### src/hw/rtl/frpd_pkg.sv
// Shared types and constants for the fan rpm to PWM duty converter.
// No dependencies; compile before the channel interfaces and the top level.
package frpd_pkg;

  localparam int SPEED_W = 16;
  localparam int DUTY_W  = 14;
  localparam int MODE_W  = 2;
  localparam int MINDUTY_W = 6;
  localparam int CFG_IDX_W = 2;
  localparam int CFG_DATA_W = 16;

  // Dividend width: full scale 100000 needs 17 bits.
  localparam int DIVD_W = 17;

  localparam logic [DIVD_W-1:0] FULL_SCALE   = DIVD_W'(100000);
  localparam logic [DIVD_W-1:0] DUTY_MAX     = DIVD_W'(10000);
  localparam logic [DIVD_W-1:0] DUTY_MID     = DIVD_W'(5000);
  localparam logic [DIVD_W-1:0] PWM_SCALE    = DIVD_W'(1000);
  localparam logic [MINDUTY_W-1:0] HALF_PCT  = MINDUTY_W'(50);
  localparam logic [6:0]        PCT_TO_HUND  = 7'd100;
  localparam logic [SPEED_W-1:0] DIV_TEN     = SPEED_W'(10);

  // Configuration register indexes
  typedef enum logic [CFG_IDX_W-1:0] {
    CFG_DIRECTION_MODE   = 2'd0,
    CFG_MIN_SPEED        = 2'd1,
    CFG_MAX_SPEED        = 2'd2,
    CFG_MIN_DUTY_PERCENT = 2'd3
  } cfg_idx_t;

  // Direction modes
  typedef enum logic [MODE_W-1:0] {
    MODE_SINGLE  = 2'd0,
    MODE_GPIO    = 2'd1,
    MODE_PWM     = 2'd2,
    MODE_INVALID = 2'd3
  } dir_mode_t;

endpackage

### src/hw/rtl/frpd_in_if.sv
// Request channel: one beat carries a speed request and a direction.
// Depends on frpd_pkg.
interface frpd_in_if;
  import frpd_pkg::*;

  logic               valid;
  logic               ready;
  logic [SPEED_W-1:0] speed_request;
  logic               direction;

  modport source (output valid, output speed_request, output direction, input ready);
  modport sink   (input valid, input speed_request, input direction, output ready);
endinterface

### src/hw/rtl/frpd_out_if.sv
// Result channel: one beat carries the duty and the applied speed/direction.
// Depends on frpd_pkg.
interface frpd_out_if;
  import frpd_pkg::*;

  logic               valid;
  logic               ready;
  logic [DUTY_W-1:0]  duty_hundredths;
  logic [SPEED_W-1:0] applied_speed;
  logic               held_direction;
  logic               dir_line_strobe;
  logic               dir_line_value;

  modport source (output valid, output duty_hundredths, output applied_speed,
                  output held_direction, output dir_line_strobe,
                  output dir_line_value, input ready);
  modport sink   (input valid, input duty_hundredths, input applied_speed,
                  input held_direction, input dir_line_strobe,
                  input dir_line_value, output ready);
endinterface

### src/hw/rtl/frpd_cfg_if.sv
// Configuration write channel: register index plus write data per beat.
// Depends on frpd_pkg.
interface frpd_cfg_if;
  import frpd_pkg::*;

  logic                  valid;
  logic                  ready;
  logic [CFG_IDX_W-1:0]  index;
  logic [CFG_DATA_W-1:0] data;

  modport source (output valid, output index, output data, input ready);
  modport sink   (input valid, input index, input data, output ready);
endinterface

### src/hw/rtl/fan_rpm_to_pwm_duty.sv
// Fan rpm to PWM duty converter, top level with its shared restoring divider.
// Depends on frpd_pkg, frpd_in_if, frpd_out_if, frpd_cfg_if.
//
//  channel   dir   beat contents
//  in_ch     in    speed_request[15:0], direction
//  out_ch    out   duty_hundredths[13:0], applied_speed[15:0], held_direction,
//                  dir_line_strobe, dir_line_value
//  cfg_ch    in    index[1:0], data[15:0]; always ready
//
// A request runs from accept to result through two 17-step restoring divides on the
// shared divider (full scale, or pwm_pct * 1000 in PWM mode, divided by max_speed, then
// by 10) around one multiply by the clamped rpm, then a load of the duty into the output
// register. Request ready only while idle; a result waits in the output register on a
// sink stall and the next one holds until it frees. rst_n is synchronous, active low:
// register defaults, direction cleared.
module fan_rpm_to_pwm_duty (
  input  logic       clk,
  input  logic       rst_n,
  frpd_in_if.sink    in_ch,
  frpd_out_if.source out_ch,
  frpd_cfg_if.sink   cfg_ch
);
  import frpd_pkg::*;

  localparam int CNT_W = $clog2(DIVD_W);
  localparam logic [CNT_W-1:0] LAST_STEP = CNT_W'(DIVD_W - 1);

  typedef enum logic [4:0] {
    S_IDLE = 5'b00001,
    S_DIV1 = 5'b00010,
    S_MUL  = 5'b00100,
    S_DIV2 = 5'b01000,
    S_DONE = 5'b10000
  } state_t;

  // Configuration registers
  dir_mode_t               mode_r;
  logic [SPEED_W-1:0]      min_speed_r;
  logic [SPEED_W-1:0]      max_speed_r;
  logic [MINDUTY_W-1:0]    min_duty_r;

  // Sequencer and request state
  state_t                  state_r, state_nxt;
  logic [CNT_W-1:0]        cnt_r, cnt_nxt;
  logic [SPEED_W-1:0]      rpm_r, rpm_nxt;
  logic                    dir_r, dir_nxt;
  logic                    held_dir_r, held_dir_nxt;

  // Shared divider registers
  logic [DIVD_W-1:0]       quo_r, quo_nxt;
  logic [SPEED_W-1:0]      rem_r, rem_nxt;
  logic [SPEED_W-1:0]      den_r, den_nxt;

  // Output register
  logic                    out_valid_r, out_valid_nxt;
  logic                    out_load;
  logic [DUTY_W-1:0]       duty_r;
  logic [SPEED_W-1:0]      speed_out_r;
  logic                    strobe_r, line_r;

  // Datapath wires
  logic [SPEED_W-1:0]      rpm_clamp;
  logic [DIVD_W-1:0]       shifted;
  logic                    fits;
  logic [DIVD_W-1:0]       diff;
  logic [2*DIVD_W-1:0]     prod;
  logic [MINDUTY_W-1:0]    pwm_pct;
  logic [DIVD_W-1:0]       first_dividend;
  logic [SPEED_W-1:0]      first_divisor;
  logic [DIVD_W-1:0]       floor_duty;
  logic [DIVD_W-1:0]       lin_duty;
  logic [DIVD_W-1:0]       pwm_v;
  logic [DIVD_W-1:0]       duty_calc;

  // Clamp the incoming request: raise a nonzero request to min, then lower to max
  always_comb begin
    rpm_clamp = in_ch.speed_request;
    if (rpm_clamp < min_speed_r && rpm_clamp != '0) rpm_clamp = min_speed_r;
    if (rpm_clamp > max_speed_r) rpm_clamp = max_speed_r;
  end

  // First divide operands
  assign pwm_pct = (min_duty_r < HALF_PCT) ? (HALF_PCT - min_duty_r) : '0;
  assign first_dividend = (mode_r == MODE_PWM)
                        ? DIVD_W'(pwm_pct * PWM_SCALE) : FULL_SCALE;
  assign first_divisor  = (max_speed_r == '0) ? SPEED_W'(1) : max_speed_r;

  // One restoring divide step
  assign shifted = {rem_r, quo_r[DIVD_W-1]};
  assign fits    = shifted >= {1'b0, den_r};
  assign diff    = shifted - {1'b0, den_r};

  // Quotient times rpm; rpm never exceeds max_speed, so the product stays
  // at or below the full scale and fits the dividend width
  assign prod = quo_r * {{(DIVD_W-SPEED_W){1'b0}}, rpm_r};

  // Final duty from the divide-by-ten quotient
  assign floor_duty = DIVD_W'(min_duty_r) * DIVD_W'(PCT_TO_HUND);
  always_comb begin
    lin_duty = quo_r;
    if (lin_duty > DUTY_MAX) lin_duty = DUTY_MAX;
    if (lin_duty < floor_duty && lin_duty != '0) lin_duty = floor_duty;

    pwm_v = quo_r;
    if (pwm_v < floor_duty && pwm_v != '0) pwm_v = floor_duty;
    if (pwm_v > DUTY_MID) pwm_v = DUTY_MID;

    unique case (mode_r)
      MODE_SINGLE, MODE_GPIO: duty_calc = lin_duty;
      MODE_PWM:               duty_calc = dir_r ? (DUTY_MID - pwm_v) : (DUTY_MID + pwm_v);
      default:                duty_calc = floor_duty;
    endcase
  end

  // Handshakes
  assign in_ch.ready  = (state_r == S_IDLE);
  assign cfg_ch.ready = 1'b1;
  assign out_load     = (state_r == S_DONE) && (!out_valid_r || out_ch.ready);

  // Sequencer
  always_comb begin
    state_nxt     = state_r;
    cnt_nxt       = cnt_r;
    rpm_nxt       = rpm_r;
    dir_nxt       = dir_r;
    held_dir_nxt  = held_dir_r;
    quo_nxt       = quo_r;
    rem_nxt       = rem_r;
    den_nxt       = den_r;
    out_valid_nxt = out_valid_r;

    if (out_valid_r && out_ch.ready) out_valid_nxt = 1'b0;

    unique case (state_r)
      S_IDLE: begin
        if (in_ch.valid) begin
          rpm_nxt   = rpm_clamp;
          dir_nxt   = in_ch.direction;
          quo_nxt   = first_dividend;
          rem_nxt   = '0;
          den_nxt   = first_divisor;
          cnt_nxt   = '0;
          state_nxt = S_DIV1;
        end
      end
      S_DIV1, S_DIV2: begin
        rem_nxt = fits ? diff[SPEED_W-1:0] : shifted[SPEED_W-1:0];
        quo_nxt = {quo_r[DIVD_W-2:0], fits};
        cnt_nxt = cnt_r + CNT_W'(1);
        if (cnt_r == LAST_STEP) begin
          state_nxt = (state_r == S_DIV1) ? S_MUL : S_DONE;
        end
      end
      S_MUL: begin
        quo_nxt   = prod[DIVD_W-1:0];
        rem_nxt   = '0;
        den_nxt   = DIV_TEN;
        cnt_nxt   = '0;
        state_nxt = S_DIV2;
      end
      S_DONE: begin
        if (out_load) begin
          if (rpm_r != '0) held_dir_nxt = dir_r;
          out_valid_nxt = 1'b1;
          state_nxt     = S_IDLE;
        end
      end
      default: state_nxt = S_IDLE;
    endcase
  end

  // Control registers and configuration
  always_ff @(posedge clk) begin
    if (!rst_n) begin
      state_r     <= S_IDLE;
      out_valid_r <= 1'b0;
      held_dir_r  <= 1'b0;
      mode_r      <= MODE_SINGLE;
      min_speed_r <= '0;
      max_speed_r <= '1;
      min_duty_r  <= '0;
    end else begin
      state_r     <= state_nxt;
      out_valid_r <= out_valid_nxt;
      held_dir_r  <= held_dir_nxt;
      if (cfg_ch.valid) begin
        unique case (cfg_idx_t'(cfg_ch.index))
          CFG_DIRECTION_MODE:   mode_r      <= dir_mode_t'(cfg_ch.data[MODE_W-1:0]);
          CFG_MIN_SPEED:        min_speed_r <= cfg_ch.data[SPEED_W-1:0];
          CFG_MAX_SPEED:        max_speed_r <= cfg_ch.data[SPEED_W-1:0];
          CFG_MIN_DUTY_PERCENT: min_duty_r  <= cfg_ch.data[MINDUTY_W-1:0];
          default: ;
        endcase
      end
    end
  end

  // Datapath registers
  always_ff @(posedge clk) begin
    cnt_r <= cnt_nxt;
    rpm_r <= rpm_nxt;
    dir_r <= dir_nxt;
    quo_r <= quo_nxt;
    rem_r <= rem_nxt;
    den_r <= den_nxt;
    if (out_load) begin
      duty_r      <= duty_calc[DUTY_W-1:0];
      speed_out_r <= rpm_r;
      strobe_r    <= (mode_r == MODE_GPIO);
      line_r      <= (mode_r == MODE_GPIO) && dir_r;
    end
  end

  assign out_ch.valid           = out_valid_r;
  assign out_ch.duty_hundredths = duty_r;
  assign out_ch.applied_speed   = speed_out_r;
  assign out_ch.held_direction  = held_dir_r;
  assign out_ch.dir_line_strobe = strobe_r;
  assign out_ch.dir_line_value  = line_r;

  // Checks
  a_accept_starts_divide: assert property (@(posedge clk) disable iff (!rst_n)
    (in_ch.valid && in_ch.ready) |=> (state_r == S_DIV1))
    else $error("accepted request did not start the divider");

  a_duty_in_range: assert property (@(posedge clk) disable iff (!rst_n)
    out_ch.valid |-> (out_ch.duty_hundredths <= DUTY_MAX[DUTY_W-1:0]))
    else $error("duty above full scale");

  a_line_needs_strobe: assert property (@(posedge clk) disable iff (!rst_n)
    (out_ch.valid && !out_ch.dir_line_strobe) |-> !out_ch.dir_line_value)
    else $error("direction line value without strobe");

  a_load_sets_valid: assert property (@(posedge clk) disable iff (!rst_n)
    out_load |=> (out_ch.valid && state_r == S_IDLE))
    else $error("finished result not presented");

endmodule
### src/flat_wrapper.sv
// flat-port wrapper written by rule: the top's interface ports become plain ports
module fan_rpm_to_pwm_duty_flat import frpd_pkg::*;
  (clk, rst_n, in_ch_valid, in_ch_speed_request, in_ch_direction, in_ch_ready, out_ch_valid, out_ch_duty_hundredths, out_ch_applied_speed, out_ch_held_direction, out_ch_dir_line_strobe, out_ch_dir_line_value, out_ch_ready, cfg_ch_valid, cfg_ch_index, cfg_ch_data, cfg_ch_ready);
  frpd_in_if in_ch_i ();
  frpd_out_if out_ch_i ();
  frpd_cfg_if cfg_ch_i ();
  input  logic clk;
  input  logic rst_n;
  input wire logic [$bits(in_ch_i.valid)-1:0] in_ch_valid;
  input wire logic [$bits(in_ch_i.speed_request)-1:0] in_ch_speed_request;
  input wire logic [$bits(in_ch_i.direction)-1:0] in_ch_direction;
  output wire logic [$bits(in_ch_i.ready)-1:0] in_ch_ready;
  output wire logic [$bits(out_ch_i.valid)-1:0] out_ch_valid;
  output wire logic [$bits(out_ch_i.duty_hundredths)-1:0] out_ch_duty_hundredths;
  output wire logic [$bits(out_ch_i.applied_speed)-1:0] out_ch_applied_speed;
  output wire logic [$bits(out_ch_i.held_direction)-1:0] out_ch_held_direction;
  output wire logic [$bits(out_ch_i.dir_line_strobe)-1:0] out_ch_dir_line_strobe;
  output wire logic [$bits(out_ch_i.dir_line_value)-1:0] out_ch_dir_line_value;
  input wire logic [$bits(out_ch_i.ready)-1:0] out_ch_ready;
  input wire logic [$bits(cfg_ch_i.valid)-1:0] cfg_ch_valid;
  input wire logic [$bits(cfg_ch_i.index)-1:0] cfg_ch_index;
  input wire logic [$bits(cfg_ch_i.data)-1:0] cfg_ch_data;
  output wire logic [$bits(cfg_ch_i.ready)-1:0] cfg_ch_ready;
  assign in_ch_i.valid = in_ch_valid;
  assign in_ch_i.speed_request = in_ch_speed_request;
  assign in_ch_i.direction = in_ch_direction;
  assign in_ch_ready = in_ch_i.ready;
  assign out_ch_valid = out_ch_i.valid;
  assign out_ch_duty_hundredths = out_ch_i.duty_hundredths;
  assign out_ch_applied_speed = out_ch_i.applied_speed;
  assign out_ch_held_direction = out_ch_i.held_direction;
  assign out_ch_dir_line_strobe = out_ch_i.dir_line_strobe;
  assign out_ch_dir_line_value = out_ch_i.dir_line_value;
  assign out_ch_i.ready = out_ch_ready;
  assign cfg_ch_i.valid = cfg_ch_valid;
  assign cfg_ch_i.index = cfg_ch_index;
  assign cfg_ch_i.data = cfg_ch_data;
  assign cfg_ch_ready = cfg_ch_i.ready;
  fan_rpm_to_pwm_duty u_core (.clk(clk), .rst_n(rst_n), .in_ch(in_ch_i), .out_ch(out_ch_i), .cfg_ch(cfg_ch_i));
endmodule
### config.mk
export PLATFORM = sky130hd
export DESIGN_NAME = fan_rpm_to_pwm_duty_flat
export DESIGN_NICKNAME = d
export VERILOG_FILES = /design/src/hw/rtl/frpd_pkg.sv /design/src/hw/rtl/frpd_in_if.sv /design/src/hw/rtl/frpd_out_if.sv /design/src/hw/rtl/frpd_cfg_if.sv /design/src/hw/rtl/fan_rpm_to_pwm_duty.sv /design/src/flat_wrapper.sv
export SDC_FILE = /design/constraint.sdc
export NUM_CORES = 1
export LEC_CHECK = 0
export ABC_CLOCK_PERIOD_IN_PS = 16100
export BUFFER_PORTS_ARGS = -buffer_cell sky130_fd_sc_hd__buf_2
export CAP_MARGIN = 20
export CORE_ASPECT_RATIO = 0.7
export CORE_MARGIN = 3
export CORE_UTILIZATION = 50
export CTS_CLUSTER_DIAMETER = 100
export DETAILED_ROUTE_END_ITERATION = 8
export PLACE_DENSITY = 0.67
export SETUP_SLACK_MARGIN = 0.2
export SLEW_MARGIN = 25
export SYNTH_ARGS = -nofsm -noshare
export SYNTH_HDL_FRONTEND = slang
export SYNTH_SLANG_ARGS = --single-unit
### constraint.sdc
create_clock -name clk -period 16.1 [get_ports clk]
set_clock_uncertainty 0.05 [all_clocks]
set_input_delay 2.415 -clock clk [delete_from_list [all_inputs] [get_ports clk]]
set_output_delay 2.415 -clock clk [all_outputs]
set_load 0.05 [all_outputs]
Word level (Yosys, flattened, before mapping):

Index checks and enable logic that the tools add are counted.

* add/sub/neg operators: 5
* multiply operators: 3
* magnitude comparators: 8
* equal/unequal tests: 14
* mux-type cells: 28
* reduce and logical (&&, ||, !) cells: 28

Operators with widths (number)
* $mux 16: 6
* $mux 17: 4
* $pmux 17 s3: 1
* $pmux 16 s3: 1
* $mux 14: 3
* $lt 17x13->1: 2
* $reduce_bool 17->1: 2
* $pmux 16 s2: 1
* $reduce_bool 16->1: 2
* $pmux 14 s2: 1
* $mux 5: 5
* $pmux 5 s4: 1
* $ge 17x16->1: 1
* $gt 17x13->1 const B: 1
* $gt 17x14->1 const B: 1
* $mul 17x16->17: 1
* $gt 16x16->1: 1
* $logic_not 16->1: 1
* $lt 16x16->1: 1
* $sub 16x16->16: 1
* $pmux 5 s3: 1
* $add 13x14->14 const A: 1
* $reduce_and 2->1: 7
* $sub 13x14->14 const A: 1
* other kinds (24): 39

* flip-flop bits (word level): 150
* input port bits: 40
* output and inout port bits: 36
* word-level logic and storage cells: 103

Depth between registers and ports, before layout:

* depth after elaboration: 9
* mapped depth: 27
* gate-level depth less buffers: 25

Least setup slack after synthesis:

Ideal clock, no wire load.

* path type: input to register
* from: input port in_ch_speed_request[1]
* to: register u_core.rpm_r[10] (data pin)
* setup time: 0.260 ns
* arrival: 6.516 ns
* required time: 15.790 ns
* setup slack: 9.274 ns
* stages on the path: 22
* buffers on the path: 3
* cell sequence: ha_1 > a21o_1 > a21o_1 > a21oi_1 > nor2b_1 > o21ai_0 > a21oi_1 > a21oi_1 > o21ai_0 > nand2b_1 > clkbuf_1 > buf_1 > mux2_1 > ha_1 > a21o_1 > a21o_1 > a21oi_1 > o21ai_0 > a21oi_1 > a31oi_1 > clkbuf_1 > mux2_2

* word-level cells in the longest chain between the ends: 5
* elaborated cells on any way between the ends: 6
* classes of those cells: 2 x order compare; 2 x mux; 2 x reduce/logical

Ends and longest elaborated chain
* start, declared: RTL line flat_wrapper.sv:10 `input wire logic [$bits(in_ch_i.speed_request)-1:0] in_ch_speed_request;`
* $lt 16x16->1 or $reduce_bool 16->1 (tied branches): RTL line fan_rpm_to_pwm_duty.sv:78 `if (rpm_clamp < min_speed_r && rpm_clamp != '0) rpm_clamp = min_speed_r;`
* $logic_and 1x1->1: RTL line fan_rpm_to_pwm_duty.sv:78
* $mux 16 *: RTL line fan_rpm_to_pwm_duty.sv:78
* $gt 16x16->1: RTL line fan_rpm_to_pwm_duty.sv:79 `if (rpm_clamp > max_speed_r) rpm_clamp = max_speed_r;`
* $mux 16 *: RTL line fan_rpm_to_pwm_duty.sv:79
* net u_core.rpm_clamp[10]: RTL line fan_rpm_to_pwm_duty.sv:62 `logic [SPEED_W-1:0] rpm_clamp;`
* end signal, assigned: RTL line fan_rpm_to_pwm_duty.sv:201 `rpm_r <= rpm_nxt;`
* end, declared: RTL line fan_rpm_to_pwm_duty.sv:45 `logic [SPEED_W-1:0] rpm_r, rpm_nxt;`

Mark *: on every way through the listed nets, which the timed path passes. The rest lies on a longest branch.
A chain may end at the register's enable or synchronous reset.

Final worst setup path:

* from: input port in_ch_speed_request[1]
* to: register u_core.rpm_r[12] (data pin)

The elaborated chain is that of the path after synthesis.

==> results.toml <==
[run_status]
status = "finished, final reports clean"

[pwr]
power.share.combinational_pct = 69.0
intPower_uw = 1628
share_seq_of_total_power_pct = 16.6
pwr_density_cell_nw_per_um2 = 181.4
switchingPower_uw = 1452
switching_share_pct = 47.16
ir_drop_mv = 0.3512
clockPowerShare_pct = 14.4
p_leak_uw = 0.007667

[final_layout]
n_antenna_cell = 0
fin_area_um2 = 16980
fillers = 2813
fin_cells = 2168
fin_util_pct = 55.90
layout.nets = 2060
syn2layout_area_growth_pct = 8.621
drive_gt1_share_pct = 10.25

[synth]
synth_top_family_by_area = "adder cells"
syn_area_um2 = 15630
synth.net_count = 2029
synth_edf_count = 103
synth_seq_cells = 150
ys_async_sr_fraction_pct = 0
synth-simple-area-share_pct = 16.58
synthAdderAreaFrac_pct = 27.41
seq_area_frac_synth_pct = 25.81
synth_compound_area_share_pct = 13.56
yosys.cell_types.count = 88
synth_warnings = 0
synth_top_cells_by_area = "edfxtp_1 (20%), fa_1 (14%), ha_1 (13%)"
synth-xor-area-share_pct = 3.866
netlist_instances = 1712
syn_avg_cell_area_um2 = 9.130
synthMuxAreaShare_pct = 4.731
netlist.area_leader.share_pct = 19.79
ys.flop_type = "edfxtp_1"
synth_top_cell_by_area = "edfxtp_1"

[clocking]
hold_buffers = 0
cts_resized = 0
numCtsBuffers = 17
post_cts_buffers = 0
clk-insertion-delay-late_ps = 450
cts_tree = "built"
cts_buffer_depth = 2
h-tree-depth = 4
clock-sinks = 150
cts_root_buf = "clkbuf_16"
cts.clk_slew.worst_paths_ps = 70

[floorplanning]
pin_count = 76
die_h_um = 153.9
die_area_um2 = 33450
core_um2 = 30370
initial_utilization_pct = 51.47
die_w_um = 217.3
rows = 53

[critical_path]
rr_worst_depth = 22
path_class = "in -> reg"
cp_slowest_stage_delay_ps = 570
r2r-start = "u_core.min_duty_r[2]"
critPathLaunch = "in_ch_speed_request[1]"
crit_slowest_cell = "nand2b_1"
cpMostUsedCell = "a21oi_1"
path_max_fanout = 15
crit_cells = 25
r2r-end = "u_core.out_ch.duty_hundredths[8]"
cp_data_required_time_ps = 16250
cp_top_family = "compound AO/OA/AOI/OAI gates"
rrSetupSlack_ps = 9230
end_kind = "flop"
endpoint = "u_core.rpm_r[12]"
arrival_ps = 7280
startpoint_type = "input pin"
path_buf_inv = 2

[routing]
via_per_inst = 5.751
wl_per_cell_um = 19.46
ant_nets = 0
drt_iter0_markers = 1314
drc = 0
dr.pass1.iters = 5
finalWirelength_mm = 42.19
dr_total_vias = 12468

[timing]
worst_pin_slew_ps = 981.3
slew_viol_final = 0
fmax_mhz = 140.2
grt_setup_unrepaired = "no"
period_share_pct = 44.29
max_slew_margin_pct = 34.45
setup_tns_ps = 0
min_period_ps = 7131
hold_ws_ps = 438.8
hold_viol_final = 0
setup_viol = 0

[placed_design]
io_buffers = 74
dp_hpwl_mm = 31.59
placed_area_um2 = 16340
dp.cells = 2136
gp_congestion = 0.9227

[hold_path]
hp-class = "reg -> reg"

[global_routing]
antenna_found_initial = 0
grt_remaining_overflow = 0
grt_usage_pct = 25.69
grt_pass1_vias = 11980
grt_max_degree = 48
grt_pass1_wl_mm = 67.32

[run]
maxCapViolCount = 0
flip-flops by register name (all words and copies together), names as in the netlist:
| signal | flops |
|---|---|
| u_core.max_speed_r | 16 |
| u_core.out_ch.duty_hundredths | 14 |
| u_core.out_ch.dir_line_strobe | 1 |
| u_core.quo_r | 17 |
| u_core.out_ch.valid | 1 |
| u_core.out_ch.dir_line_value | 1 |
| u_core.rpm_r | 16 |
| u_core.out_ch.applied_speed | 16 |
| u_core.rem_r | 16 |
| u_core.den_r | 16 |
| u_core.out_ch.held_direction | 1 |
| u_core.min_speed_r | 16 |
| u_core.dir_r | 1 |
| u_core.min_duty_r | 6 |
| u_core.state_r | 5 |
| u_core.cnt_r | 5 |
| u_core.mode_r | 2 |
metal layers:
layer | share of wire, % | up-vias | GRT usage [%]
li1 | - | 5876 | -
met1 | 49 | 6051 | 40.06
met2 | 41 | 493 | 36.46
met3 | 8.3 | 48 | 5.235
met4 | 1.4 | 0 | 5.711
met5 | 0 | - | 0
worst min-delay path by stage:
stage | startpoint | end | slack, ps | depth (start not counted)
2_1_floorplan | u_core.rpm_r[0] | u_core.out_ch.applied_speed[0] | 370 | 0
3_3_place_gp | u_core.min_speed_r[11] | u_core.min_speed_r[11] | 430 | 2
3_5_place_dp | u_core.min_speed_r[11] | u_core.min_speed_r[11] | 430 | 2
4_1_cts | u_core.min_speed_r[11] | u_core.min_speed_r[11] | 440 | 2
5_1_grt | u_core.out_ch.held_direction | u_core.out_ch.held_direction | 470 | 2
6_report | u_core.min_speed_r[11] | u_core.min_speed_r[11] | 440 | 2
power by group through the flow:
stage	combinational (µW)	clock [µW]	sequential (µW)
2_1_floorplan	1620	0	477
3_5_place_dp	2100	0	517
5_1_grt	2400	466	515
6_report	2130	443	511
3_3_place_gp	2050	0	517
4_1_cts	2120	447	509
metrics by stage:
step	setup WS [ps]	power, µW
after floorplan	9274	2092
after detailed placement	8672	2619
after global routing	8704	3382
after global placement	8919	2571
final	8969	3080
after CTS	9072	3077
synthesized netlist by cell type, types with 24 or more instances:
| library cell | n |
|---|---|
| dfxtp_1 | 47 |
| nor2_1 | 86 |
| inv_1 | 242 |
| clkbuf_1 | 62 |
| and2_1 | 76 |
| mux2i_1 | 39 |
| nand2_1 | 189 |
| mux2_2 | 25 |
| edfxtp_1 | 103 |
| o211ai_1 | 24 |
| nor2b_1 | 30 |
| ha_1 | 168 |
| fa_1 | 109 |
| a21oi_1 | 51 |
| o21ai_0 | 61 |
| xnor2_1 | 47 |
kinds of logic after synthesis:
family / count (synthesis)
flip-flops: 150
adder cells (fa/ha/maj): 277
multiplexers: 70
other: 1
AO/OA/AOI/OAI: 301
XOR/XNOR: 69
buffers and inverters: 320
AND/OR/NAND/NOR: 524
cell type report:
cell class                 count  area (µm²)  share of cell area [%]
clock buffer                  20       446.7                   2.631
clock inverter                12       190.2                   1.120
sequential                   150        4034                   23.76
multi-input combinational   1242       10360                   61.05
tap                          412       515.5                   3.036
timing repair buffer          89       515.5                   3.036
inverter                     243       912.1                   5.372
worst reg2reg max path: stages (launching register included):
cell       delay (ps)
dfxtp_1           640
inv_1             320
ha_1              360
ha_1              280
ha_1              320
fa_1              530
xor2_1            370
inv_1             220
ha_1              250
a2111oi_0         270
o21ai_0           190
a221oi_1          420
o211a_1           430
o21ai_1           150
nand3_1           390
nor2_1            140
nand2_1           140
ha_1              270
o21ai_1           170
a21oi_4           270
o21ai_1           140
mux2i_1           140
a31o_1            220
cells in the final DEF, fill, tap and decap left out, types with 47 or more instances in the layout:
cell type and instances:
xnor2_1 47, nand2_1 189, ha_1 168, fa_1 109, buf_2 74, dfxtp_1 47
nor2_1 84, edfxtp_1 103, a21oi_1 51, o21ai_0 61, inv_1 242, and2_1 76
No activity file was read; power rests on OpenSTA's default activity.
